`src/rtl/ddo_pkg.sv`:
```
// shared constants, types and the arctangent lookup function of the odometry integrator
`timescale 1ns / 1ps
package ddo_pkg;

  localparam int CORDIC_STEPS  = 16;
  localparam int POSITION_BITS = 32;

  localparam int CORD_IDX_W = 5;
  localparam int CORD_W     = 34;
  localparam int ANG_W      = 33;
  localparam int Q14_W      = 16;
  localparam logic signed [CORD_W-1:0] CORDIC_START = 34'sd652032874;
  localparam logic signed [CORD_W-1:0] Q14_ROUND    = 34'sd32768;

  localparam logic [31:0] HEAD_SCALE = 32'd2867080551;

  localparam int DIV_N_W     = 54;
  localparam int DIV_D_W     = 17;
  localparam int DIV_STEPS   = DIV_N_W / 2;
  localparam int DIV_CNT_W   = 5;
  localparam logic [DIV_D_W-1:0] DIV_D = 17'd125000;
  localparam logic [63:0] ROUND_ADD     = 64'd32000000;
  localparam logic [63:0] ROUND_ADD_NEG = 64'd32000001;

  localparam int SUM_W = 57;

  localparam int IN_W  = 64;
  localparam int OUT_W = 192;

  typedef struct packed {
    logic load;
    logic trig;
    logic mulp;
    logic div_start;
    logic acc;
    logic out_load;
  } ddo_cmd_t;

  typedef struct packed {
    logic cord_done;
    logic div_done;
    logic out_free;
  } ddo_status_t;

  function automatic logic [ANG_W-1:0] atan_lut(input logic [CORD_IDX_W-1:0] idx);
    logic [ANG_W-1:0] r;
    case (idx)
      5'd0:    r = 33'd536870912;
      5'd1:    r = 33'd316933406;
      5'd2:    r = 33'd167458907;
      5'd3:    r = 33'd85004756;
      5'd4:    r = 33'd42667331;
      5'd5:    r = 33'd21354465;
      5'd6:    r = 33'd10679838;
      5'd7:    r = 33'd5340245;
      5'd8:    r = 33'd2670163;
      5'd9:    r = 33'd1335087;
      5'd10:   r = 33'd667544;
      5'd11:   r = 33'd333772;
      5'd12:   r = 33'd166886;
      5'd13:   r = 33'd83443;
      5'd14:   r = 33'd41722;
      5'd15:   r = 33'd20861;
      5'd16:   r = 33'd10430;
      5'd17:   r = 33'd5215;
      5'd18:   r = 33'd2608;
      5'd19:   r = 33'd1304;
      5'd20:   r = 33'd652;
      5'd21:   r = 33'd326;
      5'd22:   r = 33'd163;
      5'd23:   r = 33'd81;
      default: r = '0;
    endcase
    return r;
  endfunction

endpackage

```
`src/rtl/ddo_ctrl.sv`:
```
// sequencing state machine of the odometry integrator
`timescale 1ns / 1ps
module ddo_ctrl (
  input  logic                 clk_i,
  input  logic                 rst_ni,
  input  logic                 in_valid_i,
  output logic                 in_ready_o,
  input  ddo_pkg::ddo_status_t status_i,
  output ddo_pkg::ddo_cmd_t    cmd_o
);

  localparam logic [2:0] S_IDLE = 3'd0;
  localparam logic [2:0] S_CORD = 3'd1;
  localparam logic [2:0] S_TRIG = 3'd2;
  localparam logic [2:0] S_MULP = 3'd3;
  localparam logic [2:0] S_DIVI = 3'd4;
  localparam logic [2:0] S_RUN  = 3'd5;
  localparam logic [2:0] S_ACC  = 3'd6;
  localparam logic [2:0] S_OUT  = 3'd7;

  logic [2:0] state_q, state_d;

  assign in_ready_o = state_q == S_IDLE;

  always_comb begin
    state_d = state_q;
    cmd_o   = '0;
    case (state_q)
      S_IDLE: begin
        if (in_valid_i) begin
          cmd_o.load = 1'b1;
          state_d    = S_CORD;
        end
      end
      S_CORD: begin
        if (status_i.cord_done) begin
          state_d = S_TRIG;
        end
      end
      S_TRIG: begin
        cmd_o.trig = 1'b1;
        state_d    = S_MULP;
      end
      S_MULP: begin
        cmd_o.mulp = 1'b1;
        state_d    = S_DIVI;
      end
      S_DIVI: begin
        cmd_o.div_start = 1'b1;
        state_d         = S_RUN;
      end
      S_RUN: begin
        if (status_i.div_done && status_i.cord_done) begin
          state_d = S_ACC;
        end
      end
      S_ACC: begin
        cmd_o.acc = 1'b1;
        state_d   = S_OUT;
      end
      S_OUT: begin
        if (status_i.out_free) begin
          cmd_o.out_load = 1'b1;
          state_d        = S_IDLE;
        end
      end
      default: state_d = S_IDLE;
    endcase
  end

  always_ff @(posedge clk_i or negedge rst_ni) begin
    if (!rst_ni) begin
      state_q <= S_IDLE;
    end else begin
      state_q <= state_d;
    end
  end

endmodule

```
`config.mk`:
```
export PLATFORM = sky130hd
export DESIGN_NAME = ddo_ctrl
export DESIGN_NICKNAME = d
export VERILOG_FILES = /design/src/rtl/ddo_pkg.sv /design/src/rtl/ddo_ctrl.sv
export SDC_FILE = /design/constraint.sdc
export NUM_CORES = 1
export LEC_CHECK = 0
export ABC_AREA = 1
export BUFFER_PORTS_ARGS = -buffer_cell sky130_fd_sc_hd__buf_2
export CAP_MARGIN = 20
export CORE_AREA = 2 2 39 41
export CTS_CLUSTER_SIZE = 24
export DETAILED_ROUTE_END_ITERATION = 10
export DIE_AREA = 0 0 41 43
export HOLD_SLACK_MARGIN = 0.08
export PLACE_DENSITY_LB_ADDON = 0.2
export SETUP_SLACK_MARGIN = 0.3
export SKIP_LAST_GASP = 1
export SLEW_MARGIN = 20
export SYNTH_ARGS = -nofsm -noshare
export SYNTH_HDL_FRONTEND = slang
export SYNTH_SLANG_ARGS = --single-unit
```
`constraint.sdc`:
```
create_clock -name clk_i -period 2.77 [get_ports clk_i]
set_input_delay 0.1385 -clock clk_i [delete_from_list [all_inputs] [get_ports clk_i]]
set_output_delay 0.1385 -clock clk_i [all_outputs]
set_load 0.05 [all_outputs]
```
* After elaboration in Yosys (flattened, before gate mapping)
Cells that the tools add are included.
** Operators by class
- Equal/unequal tests :: 11
- Reduce and logical (&&, ||, !) cells :: 3
- Mux-type cells :: 13
** Operators with widths (number)
- $pmux 3 s8 :: 1
- $eq 3x3->1 const B :: 4
- $mux 3 :: 4
- $mux 1 :: 8
- $ne 2x2->1 const B :: 4
- $eq 3x2->1 const B :: 2
- $reduce_and 4->1 :: 1
- $eq 3x1->1 const B :: 1
- $logic_not 3->1 :: 1
- $logic_and 1x1->1 :: 1
** Word-level totals
- Register bits after elaboration :: 3
- Input bits :: 6

* Logic depth before layout (Yosys ltp)
Gate-level depths: netlist of the first run.
- Depth in word-level cells :: 3
- Depth in mapped cells :: 8

* Worst setup path after synthesis of the first run
No wires, ideal clock.
- Path type :: register to output
- From :: register state_q[0]
- To :: output port cmd_o[5] (netlist name)
- Slack :: 0.599 ns
- Stages on the path, launching flop included :: 3
- Arrival :: 2.032 ns
- Data required time :: 2.632 ns
- Cell sequence :: dfrtp_1 -> buf_4 -> nor4_1
** RTL lines
- from (decl) :: RTL line ddo_ctrl.sv:21 : logic [2:0] state_q, state_d;
- from (signal assigned) :: RTL line ddo_ctrl.sv:75 : state_q <= state_d;
- to (decl) :: RTL line ddo_ctrl.sv:9 : output ddo_pkg::ddo_cmd_t cmd_o

==> metrics, run 1 <==
TNS Setup 0 ns; die span in x 41 µm; number of global-route vias before repair 208; Initial Util 17.7%; dpl hpwl 430 µm; FFs w/ async S/R, synth 100%; clock buffer count from CTS 3; Routed WL per cell 8.09 µm; part of the cycle the worst path needs 52.9%; dpl cell area 310 µm²; Largest Register state_q; CP Data Arrival Time 1.33 ns; Clk pwr share 16.9%; combinational share of power 57.5%; Mapped Area 245 µm²; Psw 0.000260 W; max FFs per register 3; Commonest cells post-synth nand2_1 (10), inv_1 (4), nor2_1 (4), dfrtp_1 (3), inv_2 (3); largest net degree at the start of global routing 10; via count 260; CTS tree yes; Simple-Gate Fraction of Synth Area 50.5%; DRT iter0 DRCs 2; Tmin final 1.46 ns; Root Buffer clkbuf_4; most frequent cell after synthesis nand2_1; Skew-Pair Late Insertion Delay 0.23 ns; initial antenna violation count 0; global-route wire length before repair 862 µm; outcome finished, final reports clean; mean post-synth cell area 6.81 µm²; RSZ-0062 raised after global routing no; Layout Nets 58; Area Growth Syn to Fin 41.3%; worst hold path type input pin to asynchronous set/reset pin; Final Setup Violations 0; die height 43 µm; top flop regs state_q (3); synth unique cells 14; Cell Pwr Density 1300 mW/mm²; Detailed Routing Iterations Pass 1 2; largest family of logic cells by synthesized area simple AND/OR/NAND/NOR gates; CTS clk-pin slew, worst paths 0.04 ns; Peak VDD IR 0.000409 V; Port Buffer Count 12; Mapped Nets 42; Synth Register Bits 3; top post-synthesis cells by area dfrtp_1 (31%), nand2_1 (15%), nor3_4 (6.6%); CP Max Fanout 7; Reg2Reg Setup Slack 1.75 ns; post-route cell area 347 µm²; Worst R2R Path Depth 5; ANT nets after route 0; startpoint type of the worst setup path register; Post-synth top flop dfrtp_1; GRT Residual Overflow 0; # fillers 158; max_slew headroom 81.5%; kind of critical path register to primary output; Post-Syn Instances 36; area leader, netlist dfrtp_1; Hold Vio Cnt, Final 0; Reg power frac 25.7%; clock skew 0.00325 ns; Max clock buf depth 2; complex-gate fraction of the synthesized area 2.04%; layout cells sized above 1 41.2%; Pint 0.000190 W; Worst Max-Slew Pin Slew 0.277 ns; switching share of total power 57.8%; Ant. Diodes 0; Post-synth EDFFs 0; gr usage total 8.16%; worst r2r src state_q[2]$_DFFE_PN0P_; H-tree depth 1; P_leak 0.208 nW; Routability Congestion 0.737; top-area cell type share of the netlist area 30.6%; mux contribution to synthesized area 0%; CP endpoint kind primary output; row cnt 14; Ports 13; yosys warns 0; Post-route DRC 0; post-cts sizing count 0; post-synthesis adder-cell area fraction 0%; XOR/XNOR share of the synthesized area 0%; Max-Cap Viols 0; routed wire length 542 µm; vias per inst 3.88; core area 0.00138 mm²; register area share after synthesis 30.6%; Critical Path RT 2.63 ns; Slew Limit Fails 0; clock sink count 3; Peak Freq 0.683 GHz; die area 0.00176 mm²; Reg-to-Reg End state_q[0]$_DFFE_PN0P_
power by group through the flow:
| stage | clock network, W | registers [W] | logic [W] |
|---|---|---|---|
| global placement | 0 | 0.000117 | 0.000262 |
| detailed placement | 0 | 0.000116 | 0.000259 |
| finish | 0.0000759 | 0.000115 | 0.000258 |
| floorplan | 0 | 0.0000796 | 0.000259 |
| global route | 0.0000868 | 0.000122 | 0.000282 |
| CTS | 0.0000808 | 0.000116 | 0.000261 |
worst max-delay path by stage:
stage | cells past startpoint | start | slack, ns | to
finish | 3 | state_q[2]$_DFFE_PN0P_ | 1.31 | cmd_o[0]
global route | 3 | state_q[0]$_DFFE_PN0P_ | 1.20 | cmd_o[0]
floorplan | 2 | state_q[0]$_DFFE_PN0P_ | 0.60 | cmd_o[5]
CTS | 3 | state_q[0]$_DFFE_PN0P_ | 1.28 | cmd_o[0]
global placement | 3 | state_q[2]$_DFFE_PN0P_ | 1.52 | cmd_o[0]
detailed placement | 3 | state_q[0]$_DFFE_PN0P_ | 1.54 | cmd_o[0]
worst max-delay path: stages (launching register included):
cell and delay [ns]:
dfrtp_1 0.48, inv_2 0.13, nor3_4 0.20, buf_2 0.28
cell usage in the layout, fill, tap and decap left out:
master	synthesis	final
buf_2	0	12
nand2_1	10	10
nor2_1	4	4
inv_1	4	4
inv_2	3	3
clkbuf_4	0	3
dfrtp_1	3	3
nor3_1	2	2
nand3_1	2	2
nor3_4	1	1
nor4_1	1	1
nand3_2	1	1
nand4_2	1	1
nand4_1	1	1
a21oi_1	1	1
clkbuf_1	0	1
dlygate4sd3_1	0	1
cell families (layout without fill, tap and decap cells):
group           count (synthesis)  after routing
buf+inv                         9             24
simple gates                   23             23
flops                           3              3
compound gates                  1              1
per-layer routing:
layer	global-route usage (%)	routed length [µm]	part of all wire, %
met4	8.00	0	0
met5	0	0	0
met1	10.4	267	49
met2	7.81	210	39
met3	6.28	63	12
final cells by class:
| type | count | area [µm²] | area share, % |
|---|---|---|---|
| multi-input combinational | 24 | 129 | 37.2 |
| sequential | 3 | 75.1 | 21.7 |
| tap | 16 | 20.0 | 5.78 |
| clock buffer | 4 | 26.3 | 7.58 |
| timing repair buffer | 13 | 70.1 | 20.2 |
| inverter | 7 | 26.3 | 7.58 |
metrics by stage:
stage	cells	util, %	power [W]	hold WS [ns]	setup slack (ns)
after floorplan	36	-	0.000338	-0.157	0.599
after global placement	62	22.4	0.000379	-0.0631	1.52
after detailed placement	62	22.4	0.000375	-0.0657	1.54
after CTS	67	25.0	0.000457	0.229	1.28
after global routing	67	25.0	0.000491	0.226	1.20
final	67	25.0	0.000449	0.230	1.31
timing repair:
action,CTS,global route
hold buffers,1,0
hold endpoints to repair,3,0
buffers inserted,0,0
(Power assumes the default switching activity.)
==> run 2, diff against run 1 <==
- clock period: 2.77 -> 1.2 ns (I/O delays scaled with it)
==> run 2 against run 1 <==
The flow now finishes with violations (setup timing). Via count rose by 23%. First-iteration DRC count fell by 100%. Count of clock-buffer cells in the layout did not move. Combinational power rose to 4.5 times the previous value.
==> metrics, run 2 (synthesis gave the netlist of run 1 again) <==
outcome complete, but fails checks; failing checks setup timing; post-route cell area 556 µm²; Layout Nets 69; part of the cycle the worst path needs 105%; Port Buffer Count 12; routed wire length 696 µm; most frequent CP cell buf_6; clock skew 0.000238 ns; Buf+Inv Stages, Crit Path 2; Cell Pwr Density 2970 mW/mm²; CTS clk-pin slew, worst paths 0.04 ns; Tmin final 1.26 ns; max_slew headroom 85.0%; Largest Register state_q; Max clock buf depth 2; initial antenna violation count 0; die height 43 µm; Peak Freq 0.792 GHz; Reg-to-Reg End state_q[0]$_DFFE_PN0P_; gr usage total 10.5%; Final Setup Violations 4; dpl hpwl 492 µm; Routability Congestion 0.699; top cell family by delay on the critical path flip-flops; Post-Layout Cell Count 78; fin util 40.1%; max FFs per register 3; Ports 13; clock buffer count from CTS 3; Critical Path RT 1.14 ns; dpl cell area 405 µm²; Area Growth Syn to Fin 127%; global-route wire length before repair 1.18 mm; CP max stage cell dfrtp_2; Skew-Pair Late Insertion Delay 0.23 ns; worst-path cell chain buf_6, nor3_4, buf_6; worst hold path type input pin to asynchronous set/reset pin; CP Max Fanout 8; Peak VDD IR 0.00125 V; Initial Util 17.7%; row cnt 14; Max-Cap Viols 0; Hold Vio Cnt, Final 0; commonest cells after routing, fill and taps aside buf_6 (13), nand2_1 (7), buf_2 (5), buf_4 (5), inv_1 (4); Post-route DRC 0; startpoint type of the worst setup path register; Worst path max stage delay 0.48 ns; largest net degree at the start of global routing 9; vias per inst 4.09; ANT nets after route 0; commonest non-fill, non-tap cell in the layout buf_6; clock sink count 3; kind of critical path register to primary output; GRT Residual Overflow 0; final setup margin -0.0631 ns; Root Buffer clkbuf_4; CTS tree yes; DP Cell Count 67; Routed WL per cell 8.92 µm; Worst Max-Slew Pin Slew 0.225 ns; via count 319; CP Data Arrival Time 1.20 ns; worst r2r src state_q[0]$_DFFE_PN0P_; Ant. Diodes 0; Worst R2R Path Depth 8; DRT iter0 DRCs 0; CP endpoint kind primary output; Detailed Routing Iterations Pass 1 1; die span in x 41 µm; RSZ-0062 raised after global routing yes; top flop regs state_q (3); P_leak 0.278 nW; H-tree depth 1; core area 0.00138 mm²; Reg2Reg Setup Slack -0.01 ns; layout cells sized above 1 72.6%; number of global-route vias before repair 301; die area 0.00176 mm²; Slew Limit Fails 0; TNS Setup -0.150 ns
-- run 2: changes by cell type in the layout (fill, tap and decap cells not counted), moves of 2 or more --
cell     previous run  this run
buf_6               0        13
buf_2              12         5
buf_4               0         5
nor2_1              4         0
dfrtp_1             3         0
dfrtp_2             0         3
nand2_1            10         7
nand2_2             0         3
nor2_2              0         3
nor3_1              2         0
-- run 2: worst max-delay path by stage --
stage,from,endpoint,slack [ns],cells after the start
2_1_floorplan,state_q[2]$_DFFE_PN0P_,state_q[2]$_DFFE_PN0P_,-0.04,3
3_3_place_gp,state_q[0]$_DFFE_PN0P_,cmd_o[0],0.03,3
3_5_place_dp,state_q[0]$_DFFE_PN0P_,cmd_o[2],0.02,3
4_1_cts,state_q[0]$_DFFE_PN0P_,cmd_o[2],-0.06,3
5_1_grt,state_q[0]$_DFFE_PN0P_,cmd_o[2],-0.11,3
6_report,state_q[0]$_DFFE_PN0P_,cmd_o[2],-0.06,3
-- run 2: stage by stage --
step	worst slack, ns	total power, W	hold slack, ns
4_1_cts	-0.0634	0.00158	0.148
2_1_floorplan	-0.0354	0.000981	-0.236
3_5_place_dp	0.0168	0.00116	-0.144
6_report	-0.0631	0.00165	0.157
3_3_place_gp	0.0267	0.00116	-0.141
5_1_grt	-0.108	0.00176	0.165
-- run 2: worst reg2reg max path: stages, from the launching register on --
cell     delay [ns]
dfrtp_2        0.48
buf_4          0.17
buf_4          0.13
nand2_2        0.06
inv_1          0.03
nand2_1        0.06
nand3_1        0.07
nand2_1        0.06
nand2_1        0.04
-- run 2: final cells by class --
| class | count | area (µm²) |
|---|---|---|
| fill | 148 | 828 |
| timing repair buffer | 24 | 219 |
| multi-input combinational | 24 | 183 |
| sequential | 3 | 78.8 |
| inverter | 7 | 28.8 |
| clock buffer | 4 | 26.3 |
| tap | 16 | 20.0 |
-- run 2: power by group --
part           total, W  internal [W]  switching (W)  leakage (nW)
Sequential     0.000303      0.000162       0.000141        0.0316
Combinational   0.00117      0.000557       0.000610         0.231
Clock          0.000178      0.000125      0.0000538        0.0150
-- run 2: layer usage --
| layer | vias up | GRT usage [%] | part of all wire (%) |
|---|---|---|---|
| met5 | - | 0 | 0 |
| met4 | 0 | 8.00 | 0 |
| met3 | 0 | 3.14 | 3.7 |
| li1 | 169 | - | - |
| met1 | 143 | 12.1 | 44 |
| met2 | 7 | 15.3 | 52 |
-- run 2: timing repair --
action,in CTS,in global routing
hold buffers,1,0
resized for setup,18,4
endpoints found under the setup margin,10,10
pin swaps,3,2
buffers inserted,4,2
hold endpoints to repair,3,0
